`src/sv/e2e_pkg.sv`:
```
// Shared types, constants and helper functions for the end-to-end message checker.
// Depends on nothing; every other file of the checker imports it.
package e2e_pkg;

	// Header and payload field layout, in byte positions from the start of the message.
	localparam int HDR_BYTES     = 12;
	localparam int POS_ID_END    = 4;
	localparam int POS_SEQ_LO    = 6;
	localparam int POS_SEQ_HI    = 7;
	localparam int POS_CRC_BEGIN = 8;
	localparam int POS_CRC_END   = 12;
	localparam int POS_SPD_END   = 16;
	localparam int POS_ACC_END   = 20;
	localparam int POS_QUALITY   = 20;

	// CRC-32, reflected form.
	localparam logic [31:0] CRC_POLY = 32'hEDB8_8320;
	localparam logic [31:0] CRC_ONES = 32'hFFFF_FFFF;

	// Range bounds as IEEE-754 single magnitudes.
	localparam logic [30:0] SPEED_NEG_MAG = 31'h40A0_0000;  // 5.0
	localparam logic [30:0] SPEED_HI      = 31'h42B4_0000;  // 90.0
	localparam logic [30:0] ACCEL_NEG_MAG = 31'h4170_0000;  // 15.0
	localparam logic [30:0] ACCEL_HI      = 31'h4170_0000;  // 15.0
	localparam logic [7:0]  QUALITY_MAX   = 8'd2;

	// Status codes.
	localparam logic [2:0] ST_OK       = 3'd0;
	localparam logic [2:0] ST_WRONG_CRC = 3'd1;
	localparam logic [2:0] ST_LOST     = 3'd2;
	localparam logic [2:0] ST_REPEATED = 3'd3;
	localparam logic [2:0] ST_RANGE    = 3'd4;
	localparam logic [2:0] ST_WRONG_ID = 3'd5;
	localparam logic [2:0] ST_SIZE     = 3'd6;

	// Configuration register indexes.
	localparam int CFG_IDX_W = 1;
	localparam logic [CFG_IDX_W-1:0] CFG_EXPECTED_ID = 1'd0;
	localparam logic [CFG_IDX_W-1:0] CFG_PLAUS_EN    = 1'd1;

	// One received message as classified by the front end.
	typedef struct packed {
		logic        size_ok;
		logic        crc_ok;
		logic [31:0] id;
		logic [15:0] seq;
		logic [31:0] speed;
		logic [31:0] accel;
		logic [7:0]  quality;
	} msg_rec_t;

	// One byte step of the reflected CRC-32.
	function automatic logic [31:0] crc32_byte(input logic [31:0] c_in, input logic [7:0] b);
		logic [31:0] c;
		c = c_in ^ {24'd0, b};
		for (int k = 0; k < 8; k++) begin
			c = (c >> 1) ^ (c[0] ? CRC_POLY : 32'd0);
		end
		return c;
	endfunction

	// True when a float bit pattern lies in [-neg_mag, hi]; NaN is above every bound.
	function automatic logic float_in(input logic [31:0] bits, input logic [30:0] neg_mag,
			input logic [30:0] hi);
		logic ok;
		if (bits[31]) begin
			ok = (bits[30:0] <= neg_mag);
		end else begin
			ok = (bits[30:0] <= hi);
		end
		return ok;
	endfunction

endpackage

```
`src/sv/e2e_ingest.sv`:
```
// Front end: takes message bytes, runs the CRC, captures header and payload fields.
// Pushes one classified message record per last byte. Depends on e2e_pkg.
module e2e_ingest #(
	parameter int PAYLOAD_BYTES = 12
) (
	input  logic              clk,
	input  logic              arst_n,
	input  logic              in_valid,
	output logic              in_stall,
	input  logic [7:0]        msg_byte,
	input  logic              is_last,
	output logic              q_push,
	output e2e_pkg::msg_rec_t q_rec,
	input  logic              q_full
);
	import e2e_pkg::*;

	localparam int MSG_BYTES = HDR_BYTES + PAYLOAD_BYTES;
	localparam int POS_W     = $clog2(MSG_BYTES + 1);

	logic [POS_W-1:0] pos_q, pos_n;
	logic [31:0]      crc_q, crc_n;
	logic [31:0]      id_q, id_n;
	logic [15:0]      seq_q, seq_n;
	logic [31:0]      fcrc_q, fcrc_n;
	logic [31:0]      speed_q, speed_n;
	logic [31:0]      accel_q, accel_n;
	logic [7:0]       quality_q, quality_n;
	logic [1:0]       lane;
	logic             accept;

	// A byte waits only while the queue has no room.
	assign in_stall = q_full;
	assign accept   = in_valid && !q_full;
	assign lane     = pos_q[1:0];

	// Field capture and CRC update for the current byte.
	always_comb begin
		id_n      = id_q;
		seq_n     = seq_q;
		fcrc_n    = fcrc_q;
		speed_n   = speed_q;
		accel_n   = accel_q;
		quality_n = quality_q;
		if (pos_q < POS_W'(POS_ID_END)) begin
			id_n[8*lane +: 8] = msg_byte;
		end
		if (pos_q == POS_W'(POS_SEQ_LO)) begin
			seq_n[7:0] = msg_byte;
		end
		if (pos_q == POS_W'(POS_SEQ_HI)) begin
			seq_n[15:8] = msg_byte;
		end
		if (pos_q >= POS_W'(POS_CRC_BEGIN) && pos_q < POS_W'(POS_CRC_END)) begin
			fcrc_n[8*lane +: 8] = msg_byte;
		end
		if (pos_q >= POS_W'(POS_CRC_END) && pos_q < POS_W'(POS_SPD_END)) begin
			speed_n[8*lane +: 8] = msg_byte;
		end
		if (pos_q >= POS_W'(POS_SPD_END) && pos_q < POS_W'(POS_ACC_END)) begin
			accel_n[8*lane +: 8] = msg_byte;
		end
		if (pos_q == POS_W'(POS_QUALITY)) begin
			quality_n = msg_byte;
		end
		// The CRC field itself is skipped.
		if (pos_q < POS_W'(POS_CRC_BEGIN) || pos_q >= POS_W'(POS_CRC_END)) begin
			crc_n = crc32_byte(crc_q, msg_byte);
		end else begin
			crc_n = crc_q;
		end
		// The position saturates at the full message size.
		if (pos_q < POS_W'(MSG_BYTES)) begin
			pos_n = pos_q + POS_W'(1);
		end else begin
			pos_n = pos_q;
		end
	end

	// Record handed to the back end on the last byte.
	always_comb begin
		q_rec.size_ok = (pos_n == POS_W'(MSG_BYTES));
		q_rec.crc_ok  = ((crc_n ^ CRC_ONES) == fcrc_n);
		q_rec.id      = id_n;
		q_rec.seq     = seq_n;
		q_rec.speed   = speed_n;
		q_rec.accel   = accel_n;
		q_rec.quality = quality_n;
	end
	assign q_push = accept && is_last;

	// Per-message state; it returns to reset after every last byte.
	always_ff @(posedge clk or negedge arst_n) begin
		if (!arst_n) begin
			pos_q     <= '0;
			crc_q     <= CRC_ONES;
			id_q      <= '0;
			seq_q     <= '0;
			fcrc_q    <= '0;
			speed_q   <= '0;
			accel_q   <= '0;
			quality_q <= '0;
		end else if (accept) begin
			if (is_last) begin
				pos_q     <= '0;
				crc_q     <= CRC_ONES;
				id_q      <= '0;
				seq_q     <= '0;
				fcrc_q    <= '0;
				speed_q   <= '0;
				accel_q   <= '0;
				quality_q <= '0;
			end else begin
				pos_q     <= pos_n;
				crc_q     <= crc_n;
				id_q      <= id_n;
				seq_q     <= seq_n;
				fcrc_q    <= fcrc_n;
				speed_q   <= speed_n;
				accel_q   <= accel_n;
				quality_q <= quality_n;
			end
		end
	end

endmodule

```
`src/sv/e2e_queue.sv`:
```
// Two-entry queue of message records between the front end and the back end.
// Depends on e2e_pkg for the record type.
module e2e_queue (
	input  logic              clk,
	input  logic              arst_n,
	input  logic              push,
	input  e2e_pkg::msg_rec_t rec_in,
	output logic              full,
	input  logic              pop,
	output logic              valid,
	output e2e_pkg::msg_rec_t rec_out
);
	import e2e_pkg::*;

	msg_rec_t   mem_q [2];
	logic       wr_ptr_q;
	logic       rd_ptr_q;
	logic [1:0] count_q;
	logic       do_push;
	logic       do_pop;

	assign full    = (count_q == 2'd2);
	assign valid   = (count_q != 2'd0);
	assign rec_out = mem_q[rd_ptr_q];
	assign do_push = push && !full;
	assign do_pop  = pop && valid;

	// Storage is written at the write pointer.
	always_ff @(posedge clk) begin
		if (do_push) begin
			mem_q[wr_ptr_q] <= rec_in;
		end
	end

	// Pointers and fill count.
	always_ff @(posedge clk or negedge arst_n) begin
		if (!arst_n) begin
			wr_ptr_q <= 1'b0;
			rd_ptr_q <= 1'b0;
			count_q  <= 2'd0;
		end else begin
			if (do_push) begin
				wr_ptr_q <= !wr_ptr_q;
			end
			if (do_pop) begin
				rd_ptr_q <= !rd_ptr_q;
			end
			if (do_push && !do_pop) begin
				count_q <= count_q + 2'd1;
			end else if (do_pop && !do_push) begin
				count_q <= count_q - 2'd1;
			end
		end
	end

endmodule

```
`src/sv/e2e_verdict.sv`:
```
// Back end: holds configuration and sequence state, decides the status of each
// message record and keeps the result in an output register. Depends on e2e_pkg.
module e2e_verdict (
	input  logic                           clk,
	input  logic                           arst_n,
	input  logic                           cfg_we,
	input  logic [e2e_pkg::CFG_IDX_W-1:0] cfg_index,
	input  logic [31:0]                    cfg_data,
	input  logic                           q_valid,
	input  e2e_pkg::msg_rec_t              q_rec,
	output logic                           q_pop,
	output logic                           out_valid,
	input  logic                           out_stall,
	output logic [2:0]                     status,
	output logic [31:0]                    speed_bits,
	output logic [31:0]                    accel_bits,
	output logic [7:0]                     quality_code,
	output logic [15:0]                    seq_number
);
	import e2e_pkg::*;

	logic [31:0] expected_id_q;
	logic        plaus_en_q;
	logic [15:0] next_expected_q;
	logic        awaiting_first_q;
	logic        out_valid_q;
	logic [2:0]  status_q;
	logic [31:0] speed_q;
	logic [31:0] accel_q;
	logic [7:0]  quality_q;
	logic [15:0] seq_q;

	logic [2:0]  status_n;
	logic        keep_payload;
	logic        plaus_ok;
	logic        seq_update;
	logic [15:0] seq_diff;
	logic [15:0] seq_plus1;

	// A record moves on when the output register is empty or being taken.
	assign q_pop = q_valid && (!out_valid_q || !out_stall);

	assign plaus_ok = float_in(q_rec.speed, SPEED_NEG_MAG, SPEED_HI) &&
		float_in(q_rec.accel, ACCEL_NEG_MAG, ACCEL_HI) && (q_rec.quality <= QUALITY_MAX);
	assign seq_diff  = q_rec.seq - next_expected_q;
	assign seq_plus1 = q_rec.seq + 16'd1;

	// Status by precedence: size, id, CRC, range, then the sequence result.
	always_comb begin
		keep_payload = 1'b1;
		seq_update   = 1'b0;
		status_n     = ST_OK;
		priority if (!q_rec.size_ok) begin
			status_n     = ST_SIZE;
			keep_payload = 1'b0;
		end else if (q_rec.id != expected_id_q) begin
			status_n     = ST_WRONG_ID;
			keep_payload = 1'b0;
		end else if (!q_rec.crc_ok) begin
			status_n     = ST_WRONG_CRC;
			keep_payload = 1'b0;
		end else if (plaus_en_q && !plaus_ok) begin
			status_n = ST_RANGE;
		end else if (awaiting_first_q) begin
			status_n   = ST_OK;
			seq_update = 1'b1;
		end else if (seq_diff == 16'd0) begin
			status_n   = ST_OK;
			seq_update = 1'b1;
		end else if (!seq_diff[15]) begin
			status_n   = ST_LOST;
			seq_update = 1'b1;
		end else begin
			status_n = ST_REPEATED;
		end
	end

	// Configuration registers.
	always_ff @(posedge clk or negedge arst_n) begin
		if (!arst_n) begin
			expected_id_q <= '0;
			plaus_en_q    <= 1'b1;
		end else if (cfg_we) begin
			unique case (cfg_index)
				CFG_EXPECTED_ID: expected_id_q <= cfg_data;
				CFG_PLAUS_EN:    plaus_en_q    <= cfg_data[0];
				default:         plaus_en_q    <= plaus_en_q;
			endcase
		end
	end

	// Sequence state and output valid.
	always_ff @(posedge clk or negedge arst_n) begin
		if (!arst_n) begin
			next_expected_q  <= '0;
			awaiting_first_q <= 1'b1;
			out_valid_q      <= 1'b0;
		end else begin
			if (q_pop) begin
				out_valid_q <= 1'b1;
				if (seq_update) begin
					next_expected_q  <= seq_plus1;
					awaiting_first_q <= 1'b0;
				end
			end else if (!out_stall) begin
				out_valid_q <= 1'b0;
			end
		end
	end

	// Result payload register.
	always_ff @(posedge clk) begin
		if (q_pop) begin
			status_q  <= status_n;
			speed_q   <= keep_payload ? q_rec.speed : 32'd0;
			accel_q   <= keep_payload ? q_rec.accel : 32'd0;
			quality_q <= keep_payload ? q_rec.quality : 8'd0;
			seq_q     <= q_rec.seq;
		end
	end

	assign out_valid    = out_valid_q;
	assign status       = status_q;
	assign speed_bits   = speed_q;
	assign accel_bits   = accel_q;
	assign quality_code = quality_q;
	assign seq_number   = seq_q;

endmodule

```
`src/sv/e2e_message_checker_top.sv`:
```
// Top level of the end-to-end message checker: front end, record queue, back end.
// Depends on e2e_pkg, e2e_ingest, e2e_queue and e2e_verdict.
//
//  channel | direction | handshake           | payload
//  --------+-----------+---------------------+---------------------------------------------
//  in      | input     | in_valid / in_stall | msg_byte, is_last
//  out     | output    | out_valid/out_stall | status, speed_bits, accel_bits, quality_code,
//          |           |                     | seq_number
//  cfg     | input     | cfg_we              | cfg_index, cfg_data
//
// One byte is accepted per cycle while in_stall is low; the CRC step and field capture are
// done for each byte as it is accepted. A result enters the record queue when the last byte
// of its message is accepted and is offered from the output register once it leaves the queue.
// The two-entry record queue and the output register let bytes keep flowing while a
// result waits; in_stall rises only when both are full behind a stalled output.
// Reset is asynchronous and clears all control and sequence state at once.
module e2e_message_checker_top #(
	parameter int PAYLOAD_BYTES = 12
) (
	input  logic                           clk,
	input  logic                           arst_n,
	input  logic                           cfg_we,
	input  logic [e2e_pkg::CFG_IDX_W-1:0] cfg_index,
	input  logic [31:0]                    cfg_data,
	input  logic                           in_valid,
	output logic                           in_stall,
	input  logic [7:0]                     msg_byte,
	input  logic                           is_last,
	output logic                           out_valid,
	input  logic                           out_stall,
	output logic [2:0]                     status,
	output logic [31:0]                    speed_bits,
	output logic [31:0]                    accel_bits,
	output logic [7:0]                     quality_code,
	output logic [15:0]                    seq_number
);
	import e2e_pkg::*;

	logic     push;
	logic     full;
	logic     pop;
	logic     head_valid;
	msg_rec_t push_rec;
	msg_rec_t head_rec;

	// Byte intake and classification.
	e2e_ingest #(
		.PAYLOAD_BYTES(PAYLOAD_BYTES)
	) u_ingest (
		.clk      (clk),
		.arst_n   (arst_n),
		.in_valid (in_valid),
		.in_stall (in_stall),
		.msg_byte (msg_byte),
		.is_last  (is_last),
		.q_push   (push),
		.q_rec    (push_rec),
		.q_full   (full)
	);

	// Record queue.
	e2e_queue u_queue (
		.clk     (clk),
		.arst_n  (arst_n),
		.push    (push),
		.rec_in  (push_rec),
		.full    (full),
		.pop     (pop),
		.valid   (head_valid),
		.rec_out (head_rec)
	);

	// Status decision and result register.
	e2e_verdict u_verdict (
		.clk          (clk),
		.arst_n       (arst_n),
		.cfg_we       (cfg_we),
		.cfg_index    (cfg_index),
		.cfg_data     (cfg_data),
		.q_valid      (head_valid),
		.q_rec        (head_rec),
		.q_pop        (pop),
		.out_valid    (out_valid),
		.out_stall    (out_stall),
		.status       (status),
		.speed_bits   (speed_bits),
		.accel_bits   (accel_bits),
		.quality_code (quality_code),
		.seq_number   (seq_number)
	);

endmodule

```
`config.mk`:
```
export PLATFORM = sky130hd
export DESIGN_NAME = e2e_message_checker_top
export DESIGN_NICKNAME = d
export VERILOG_FILES = /design/src/sv/e2e_pkg.sv /design/src/sv/e2e_ingest.sv /design/src/sv/e2e_queue.sv /design/src/sv/e2e_verdict.sv /design/src/sv/e2e_message_checker_top.sv
export SDC_FILE = /design/constraint.sdc
export NUM_CORES = 1
export LEC_CHECK = 0
export BUFFER_PORTS_ARGS = -buffer_cell sky130_fd_sc_hd__buf_4
export CAP_MARGIN = 5
export CORE_MARGIN = 8
export CORE_UTILIZATION = 60
export CTS_BUF_LIST = sky130_fd_sc_hd__clkbuf_4
export DETAILED_ROUTE_END_ITERATION = 6
export PLACE_DENSITY = 0.83
export SLEW_MARGIN = 20
export SYNTH_ARGS = -nofsm -noshare
export SYNTH_HDL_FRONTEND = slang
export SYNTH_HIERARCHICAL = 1
export SYNTH_SLANG_ARGS = --single-unit
```
`constraint.sdc`:
```
create_clock -name clk -period 19.85 [get_ports clk]
set_input_delay 3.97 -clock clk [delete_from_list [all_inputs] [get_ports clk]]
set_output_delay 3.97 -clock clk [all_outputs]
set_load 0.02 [all_outputs]
```
== Word-level counts from Yosys, hierarchy flattened ==
Memories as Yosys holds them, arrays and structs flattened.
Index checks and enable logic that the tools add are counted.
Storage, ports and cells
  bits in registers: 335
  memory bits (writable): 244
  input port bits: 47
  output and inout bits: 93
  memories: 1
Cells by class
  add/subtract/negate cells: 6
  order comparisons: 13
  equal/unequal tests: 8
  shift operators: 2
  multiplexer cells: 52
  bitwise operators: 12
  reductions and logical operators: 30
Memories
  u_queue.mem_q: words 2, width 122, rd ports 1, clocked after Yosys merged registers in 0, write ports 1, line e2e_queue.sv:15  | msg_rec_t mem_q [2];
Operators by type and width (count)
  32-bit 2-to-1 mux: 18
  31-bit by 32-bit XOR with 32-bit output: 8
  32-bit bitwise mux: 4
  31-bit <= comparator (second input constant): 3
  5-bit negator with 34-bit output: 1
  8-bit by 34-bit variable shift with 32-bit output (first input constant): 1
  8-bit by 34-bit indexed part select with 32-bit output: 1
  32-bit equality test: 1
  8-bit 2-to-1 mux: 4
  32-bit != test: 1
  32-bit NOT: 1
  32-bit by 8-bit XOR with 32-bit output: 1
  16-bit by 1-bit adder with 16-bit output (second input constant): 1
  16-bit logical NOT: 1
  1-bit 2-to-1 mux: 16
  16-bit 2-to-1 mux: 1
  16-bit subtractor: 1
  5-bit less-than comparator (second input constant): 3
  1-bit logical AND: 13
  3-bit 2-to-1 mux: 4
  5-bit by 3-bit equality test with 1-bit output (second input constant): 2
  5-bit equality test (second input constant): 2
  5-bit by 4-bit >= comparator with 1-bit output (second input constant): 2
  5-bit by 4-bit less-than comparator with 1-bit output (second input constant): 2
  other kinds (16): 31

== Depth between registers and ports, before layout ==
Gate-level depths: netlist of the first run.
  word-level depth: 20
  gate-level depth with buffers: 14
  gate-level depth less buffers: 11

== Cells and area by module ==
The synthesis of the first run kept the hierarchy.
By module, submodules not included
  e2e_ingest: instances 1, cells each 1217, area each 11706.2 µm²
  e2e_queue: instances 1, cells each 399, area each 9291.4 µm²
  e2e_verdict: instances 1, cells each 562, area each 7015.5 µm²

== Least setup slack after synthesis of the first run ==
OpenSTA, ideal clock, no wires.
  path type: input -> register
  start point: input port in_valid
  end point: memory u_queue/mem_q[0][0] (netlist name), enable pin
  library setup time: 0.604 ns
  data arrival time: 9.937 ns
  slack: 9.309 ns
  stages: 7
  path buffers: 3
  cell sequence: nand2b_1 -> clkbuf_1 -> clkbuf_1 -> clkbuf_1 -> nor2_1 -> nand2_1 -> nor2_1
Between the ends
  word-level cells in the longest chain between the ends: 5
RTL lines
  from (decl): line e2e_message_checker_top.sv:25  | input logic in_valid,
  1-bit logical AND: line e2e_ingest.sv:34  | assign accept = in_valid && !q_full;
  1-bit logical AND: line e2e_ingest.sv:90  | assign q_push = accept && is_last;
  net push: line e2e_message_checker_top.sv:39  | logic push;
  1-bit logical AND: line e2e_queue.sv:25  | assign do_push = push && !full;
  1-bit 2-to-1 mux: line e2e_queue.sv:30  | if (do_push) begin
  1-bit 2-to-1 mux (not written as such): line e2e_queue.sv:31  | mem_q[wr_ptr_q] <= rec_in;
  to (decl): line e2e_queue.sv:15
The timed path passes the listed nets, and every way through them passes these cells.

==> summary.md, run 1 <==
| Metric | Value |
|---|---|
| Cell type with the highest aggregate area in the netlist | `edfxtp_1` |
| Post-synth top area share | `35.9%` |
| Pleak | `12.7 nW` |
| DR DRC count | `0` |
| GP Congestion | `1.02` |
| Vias | `19535` |
| Max frequency | `162 MHz` |
| Crit end category | `flip-flop` |
| Slowest stage delay, CP | `0.55 ns` |
| CORE AREA | `46400 sq um` |
| Post-synth EDFFs | `335` |
| Status | `finished clean` |
| Syn_nets | `2249` |
| Setup TNS | `0 ns` |
| Cells after Synth | `2178` |
| CP Max Fanout | `14` |
| Sw Ratio | `37.9%` |
| Worst R2R Start | `u_queue/rd_ptr_q` |
| Hold Path Class | `flip-flop to flip-flop` |
| Sequential Power Share | `36.9%` |
| Mapped Area | `28000 sq um` |
| Synth unique cells | `89` |
| Rel. slew slack | `16.7%` |
| Cell Int Power | `2.88 mW` |
| Sequential area share after synthesis | `57.9%` |
| Total Routing Usage GR | `28.0%` |
| Startpoint Class | `input port` |
| Worst-Margin Slew | `1.25 ns` |
| Vias in the first global route | `19423` |
| Peak supply drop | `0.0919 mV` |
| Setup ws final | `13.67 ns` |
| Setup Fix Bufs, Post-CTS | `0` |
| Logic pwr share | `40.4%` |
| Post-layout min period | `6.18 ns` |
| Avg Cell Area, Syn | `12.9 sq um` |
| Die area | `53900 sq um` |
| Final setup fails | `0` |
| Initial antenna violation count | `5` |
| CTS tree | `done` |
| CTS root buf | `clkbuf_4` |
| CP max stage cell | `xnor2_2` |
| Switching power | `1.76 mW` |
| Largest net degree at the start of global routing | `99` |
| Starting Density | `60.4%` |
| DR WL/cell | `24.6 um` |
| Minimum setup slack after placement | `12.74 ns` |
| WP data required | `20.59 ns` |
| Clock Tree Buf Depth | `3` |
| First-pass GRT wire length | `115000 um` |
| Commonest cells post-synth | `335 x edfxtp_1, 210 x dfrtp_1, 199 x nand2_1` |
| Synth Warn # | `6` |
| First element of the critical path | `msg_byte[7]` |
| Hold-fix buffers, CTS | `0` |
| Clk slew on worst S/H paths | `0.06 ns` |
| Final Cycle Share | `31.1%` |
| Cell family with most CP delay | `XOR/XNOR gates` |
| Count leader, synth | `edfxtp_1` |
| CP most frequent cell | `xnor3_1` |
| Crit-path cells | `buf_4 -> xnor2_2 -> xnor3_1 -> xnor3_1 -> nor4_1 -> nand4_1 -> o31a_1 -> nor4_2` |
| Max-cap violations | `0` |
| Clock sinks | `579` |
| Clock power share | `22.7%` |
| Drt initial violations | `2269` |
| Die Y-Extent | `232 um` |
| Slew Limit Fails | `0` |
| CP Buf/Inv Count | `1` |
| # IOs | `140` |
| Final WL | `75900 um` |
| Clock Skew | `0.0751 ns` |
| Post-DP HPWL | `49700 um` |
| Ys async rst share | `42.1%` |
| Final ANT Viol Nets | `0` |
| Fill cells | `3223` |
| Ys flop type | `edfxtp_1` |
| Die X | `232 um` |
| Post-CTS sizing | `0` |
| Total power | `4.64 mW` |
| NumNets Final | `2428` |
| Hold wc startpoint | `u_queue/count_q[1]` |
| Vias per cell | `6.32` |
| Pwr Density | `148 nW/um^2` |
| TritonCTS Buffers | `149` |
| WP data arrival | `6.92 ns` |
| Insertion delay to the later sink of the worst-skew pair | `1.00 ns` |
| Seq cells post-synth | `579` |
| Rows | `79` |
| Largest cells by area after synthesis | `edfxtp_1 36%, dfrtp_1 19%, mux2_2 4.7%` |
| Number of I/O port buffers | `139` |
| GRT overflow | `0` |
| H-tree depth | `4` |
| Unrepaired setup endpoints after global routing | `no` |
| First-pass DRT Iterations | `6` |
| WS Path Type | `input port to flip-flop` |
| Share of cells above drive strength 1 | `27.1%` |
| Area delta synth->final | `12.2%` |
| Hold Vio Cnt, Final | `0` |
cells in the final DEF (no fill, tap or decap), types with 26 or more instances in the layout:
cell type,netlist,layout
nor2_1,78,75
mux2_4,70,70
dfstp_2,34,34
xnor2_1,58,58
a22o_1,120,120
clkbuf_4,0,227
o22ai_1,26,26
xor2_1,69,69
buf_4,2,162
inv_1,48,48
nand2_1,199,199
edfxtp_1,335,335
and2_1,78,77
o21ai_0,147,147
a21oi_1,57,57
dfrtp_1,210,209
mux2_2,117,117
clkinv_1,0,31
per-stage QoR:
| step | instances | cell area [sq um] | util [%] | hold slack [ns] |
|---|---|---|---|---|
| 2_1_floorplan | 2178 | 28000 | - | 0.456 |
| 3_3_place_gp | 2812 | 29400 | 63.5 | 0.472 |
| 3_5_place_dp | 2812 | 29400 | 63.5 | 0.481 |
| 4_1_cts | 3084 | 31400 | 67.7 | 0.495 |
| 5_1_grt | 3090 | 31400 | 67.8 | 0.515 |
| 6_report | 3090 | 31400 | 67.8 | 0.489 |
power groups by stage:
stage	clock, mW	sequential (mW)	combinational, mW
3_5_place_dp	0	1.73	1.84
3_3_place_gp	0	1.72	1.81
5_1_grt	1.14	1.73	1.98
4_1_cts	1.07	1.71	1.85
6_report	1.05	1.71	1.87
2_1_floorplan	0	1.74	1.29
final cells by class:
class                           count  area (sq um)  share of cell area (%)
Clock buffer                      227          1700                    5.42
Sequential cell                   579         16200                    51.6
Tap cell                          607           759                    2.42
Clock inverter                     45           249                   0.792
Inverter                           48           180                   0.573
Timing Repair Buffer              165          1270                    4.04
Multi-Input combinational cell   1414         11000                    35.1
Antenna cell                        5          12.5                  0.0398
cell families after synthesis:
kind of cell / after synthesis / share of synthesized area [%]
DFF: 579 / 57.9
and+or+nand+nor: 524 / 9.63
xor gates and xnor gates: 168 / 7.20
muxes: 209 / 9.24
adders and majority gates: 24 / 1.10
AOI/OAI and AO/OA: 489 / 12.1
buffers and inverters: 185 / 2.89
registers in the layout (all words and copies together), names as in the netlist, 32 cells and up:
name	flops
u_ingest/fcrc_q	32
u_queue/mem_q	244
u_ingest/crc_q	32
u_ingest/accel_q	32
u_verdict/speed_bits	32
u_ingest/speed_q	32
u_ingest/id_q	32
u_verdict/accel_bits	32
u_verdict/expected_id_q	32
metal layers:
layer	vias to the layer above	routed length (um)	global-route usage (%)
li1	8555	-	-
met1	9722	29400	35.7
met2	1037	35800	43.5
met3	213	7050	8.09
met4	8	3580	13.9
met5	-	57	0
final timing paths:
| path | endpoint | slack, ns | depth (start not counted) |
|---|---|---|---|
| hold / removal | u_queue/count_q[1] | 0.49 | 1 |
| min in group asynchronous | u_ingest/speed_q[6] | 3.01 | 1 |
| hold reg to reg | u_queue/count_q[1] | 0.49 | 1 |
| setup / recovery | u_queue/mem_q[0][120] | 13.67 | 8 |
| setup reg to reg | u_verdict/next_expected_q[0] | 14.29 | 11 |
| max in group asynchronous | u_queue/rd_ptr_q | 15.21 | 2 |
Note: power is estimated with default switching activity, not from simulation.
==> run 2, diff against run 1 <==
--- a/config.mk
+++ b/config.mk
@@ -5,13 +5,14 @@
 export SDC_FILE = /design/constraint.sdc
 export NUM_CORES = 1
 export LEC_CHECK = 0
+export ABC_AREA = 1
 export BUFFER_PORTS_ARGS = -buffer_cell sky130_fd_sc_hd__buf_4
 export CAP_MARGIN = 5
 export CORE_MARGIN = 8
-export CORE_UTILIZATION = 60
+export CORE_UTILIZATION = 58
 export CTS_BUF_LIST = sky130_fd_sc_hd__clkbuf_4
 export DETAILED_ROUTE_END_ITERATION = 6
-export PLACE_DENSITY = 0.83
+export PLACE_DENSITY = 0.84
 export SLEW_MARGIN = 20
 export SYNTH_ARGS = -nofsm -noshare
 export SYNTH_HDL_FRONTEND = slang
==> constraint.sdc (replaced) <==
create_clock -name clk -period 5 [get_ports clk]
set_input_delay 1 -clock clk [delete_from_list [all_inputs] [get_ports clk]]
set_output_delay 1 -clock clk [all_outputs]
set_load 0.02 [all_outputs]
==> run 2 against run 1 <==
The flow now finishes with violations (design-rule violations). Flip-flop and latch count stayed put. Sequential share of layout area down 1.2 points. Sequential power grew to 3.9 times the previous value. Synthesized area is 2.1% higher. Total power rose to 3.7 times the previous value. Via count increased by 21%. Wire length is 2.0% lower. Cell count grew 41%. Worst setup slack got worse by 12 ns. Global-route usage is 1.7 points lower. Core utilization decreased by 1.9 points. Critical path type is now flip-flop to flip-flop.
==> summary.md, run 2 <==
| Metric | Value |
|---|---|
| Status | `complete, but fails checks` |
| Failing checks | `design-rule violations` |
| Unrepaired setup endpoints after global routing | `no` |
| Largest cells by area after synthesis | `edfxtp_1 35%, dfrtp_1 18%, nand2_1 16%` |
| Final setup fails | `0` |
| H-tree depth | `4` |
| First element of the critical path | `u_queue/rd_ptr_q` |
| Post-DP HPWL | `50400 um` |
| Switching power | `6.99 mW` |
| CTS root buf | `clkbuf_4` |
| Hold wc startpoint | `cfg_we` |
| GP Congestion | `0.969` |
| Rel. slew slack | `20.3%` |
| Initial antenna violation count | `2` |
| Die area | `56700 sq um` |
| Vias | `23637` |
| Clk slew on worst S/H paths | `0.07 ns` |
| # IOs | `140` |
| Rows | `81` |
| Synth unique cells | `45` |
| Commonest cells post-synth | `1229 x nand2_1, 492 x inv_1, 335 x edfxtp_1` |
| CTS tree | `done` |
| Vias per cell | `5.41` |
| Most common cell after layout, fill and taps aside | `nand2_1` |
| Cell Int Power | `10.4 mW` |
| CORE AREA | `48800 sq um` |
| Synth Warn # | `6` |
| Drt initial violations | `2844` |
| Crit end category | `flip-flop` |
| WP data required | `5.84 ns` |
| FF-to-FF End | `u_verdict/next_expected_q[0]` |
| Count leader, synth | `nand2_1` |
| Final Cycle Share | `70.9%` |
| Hold Path Class | `input port to flip-flop` |
| Pwr Density | `539 nW/um^2` |
| Most frequent cells in the layout | `1228 x nand2_1, 489 x inv_1, 335 x edfxtp_1` |
| Ys async rst share | `42.1%` |
| Vias in the first global route | `22253` |
| Hold-fix buffers, CTS | `0` |
| Sequential Power Share | `38.0%` |
| Starting Density | `58.6%` |
| Hold Path Depth | `2` |
| Seq cells post-synth | `579` |
| Peak supply drop | `0.289 mV` |
| Total Routing Usage GR | `26.2%` |
| Die Y-Extent | `238 um` |
| Clock power share | `24.2%` |
| Fin util | `65.9%` |
| Max frequency | `282 MHz` |
| Post-synth EDFFs | `335` |
| NumNets Final | `3659` |
| Number of I/O port buffers | `139` |
| Post-CTS sizing | `0` |
| Clock sinks | `579` |
| Setup TNS | `0 ns` |
| Syn_nets | `3460` |
| DR WL/cell | `17.0 um` |
| Pleak | `15.8 nW` |
| Post-layout min period | `3.54 ns` |
| Worst-Margin Slew | `1.19 ns` |
| TritonCTS Buffers | `143` |
| Sequential area share after synthesis | `56.6%` |
| WP data arrival | `4.38 ns` |
| WS Path Type | `flip-flop to flip-flop` |
| Area delta synth->final | `12.5%` |
| Biggest register | `u_queue/mem_q` |
| WHS Endpoint | `u_verdict/plaus_en_q` |
| Startpoint Class | `flip-flop` |
| First-pass GRT wire length | `118000 um` |
| Clock Skew | `0.0589 ns` |
| Ys flop type | `edfxtp_1` |
| Clock Tree Buf Depth | `3` |
| Avg Cell Area, Syn | `8.44 sq um` |
| Insertion delay to the later sink of the worst-skew pair | `0.97 ns` |
| Max-cap violations | `0` |
| Hold Vio Cnt, Final | `0` |
| Fill cells | `3816` |
| Largest net degree at the start of global routing | `132` |
| Logic pwr share | `37.8%` |
| Mapped Area | `28600 sq um` |
| First-pass DRT Iterations | `7` |
| Crit-path cells | `inv_4 -> nand2_1 -> nand2_1 -> ha_1 -> nand2_1 -> nand2_1 -> a21oi_1 -> nand2_1 -> nand2_1 -> nand2_1 -> nand2_1 -> nand3_4 -> nand3_4 -> nand2_1 -> nand2_1 -> inv_1` |
| Slowest stage delay, CP | `0.62 ns` |
| Largest register FFs | `244` |
| DR DRC count | `6` |
| Worst R2R Start | `u_queue/rd_ptr_q` |
| Sw Ratio | `40.3%` |
| Flop2flop setup slack | `1.46 ns` |
| Final WL | `74400 um` |
| Cells after Synth | `3389` |
| CP max stage cell | `inv_4` |
| CP Max Fanout | `78` |
| Cell type with the highest aggregate area in the netlist | `edfxtp_1` |
| Final ANT Viol Nets | `0` |
| CP most frequent cell | `nand2_1` |
| GRT overflow | `0` |
| Share of cells above drive strength 1 | `14.4%` |
| Worst R2R Path Depth | `16` |
| Post-synth top area share | `35.2%` |
| Setup Fix Bufs, Post-CTS | `0` |
| Slew Limit Fails | `0` |
| Die X | `238 um` |
==> run 2: cell types whose count changed after synthesis, moves of 48 or more <==
cell / change
nor2_1: +164
inv_1: +444
and2_1: -75
nand2_1: +1030
mux2_4: -70
a22o_1: -111
clkbuf_1: -48
mux2_2: -109
xor2_1: -50
o22ai_1: +63
o21ai_0: +85
nand3_1: +107
==> run 2: critical path: cells and delay by family (launching register included) <==
kind | cells | cell delay [ns]
AO/OA/AOI/OAI | 1 | 0.20
adder cells (fa/ha/maj) | 1 | 0.33
buffers and inverters | 2 | 0.68
flip-flops | 1 | 0.51
AND/OR/NAND/NOR | 12 | 1.67
==> run 2: worst max path at each step <==
stage / end / cells past startpoint
global route: u_verdict/next_expected_q[15] / 18
detailed placement: u_verdict/next_expected_q[0] / 16
global placement: u_verdict/next_expected_q[15] / 18
CTS: u_verdict/next_expected_q[12] / 16
floorplan: u_queue/mem_q[0][0] / 9
finish: u_verdict/next_expected_q[0] / 16
==> run 2: per-stage QoR <==
step / hold WS (ns) / instance area [sq um] / instances / worst slack, ns / power, mW
final: 0.243 / 32200 / 4372 / 1.46 / 17.4
after global routing: 0.163 / 32200 / 4372 / 1.20 / 18.4
after CTS: 0.134 / 32200 / 4367 / 1.51 / 17.3
after detailed placement: 0.459 / 30200 / 4105 / 1.60 / 13.1
after global placement: 0.442 / 30200 / 4105 / 1.69 / 13.0
after floorplan: 0.431 / 28600 / 3389 / 0.255 / 11.1
==> run 2: per-layer routing <==
layer	global-route usage [%]	vias to the layer above	wire length (um)
li1	-	11270	-
met1	33.9	10928	29000
met2	41.6	1236	34900
met3	6.71	203	7560
met4	11.9	0	2970
met5	0	-	0
==> run 2: layout make-up <==
| class | count | area [sq um] | share of cell area [%] |
|---|---|---|---|
| Timing Repair Buffer | 168 | 1390 | 4.32 |
| Inverter | 521 | 1970 | 6.10 |
| Multi-Input combinational cell | 2175 | 9840 | 30.6 |
| Tap cell | 664 | 831 | 2.58 |
| Sequential cell | 579 | 16200 | 50.3 |
| Clock inverter | 41 | 294 | 0.913 |
| Antenna cell | 3 | 7.51 | 0.0233 |
| Clock buffer | 221 | 1660 | 5.15 |
==> run 2: kinds of logic (layout without fill, tap and decap cells) <==
group | count (synthesis) | count (layout) | share of synthesized area [%]
other cells | 0 | 3 | 0
mux | 8 | 8 | 0.315
xor+xnor | 34 | 34 | 1.04
buf+inv | 635 | 951 | 9.06
compound gates | 393 | 393 | 7.46
flops | 579 | 579 | 56.6
fa+ha+maj | 24 | 24 | 1.08
simple gates | 1716 | 1716 | 24.4
==> run 2: power by group through the flow <==
stage                     registers, mW  clock network (mW)  logic (mW)
after floorplan                    7.05                   0        4.03
after global placement             6.65                   0        6.30
after detailed placement           6.69                   0        6.42
after CTS                          6.60                4.28        6.47
after global routing               6.68                4.55        7.20
final                              6.60                4.20        6.57
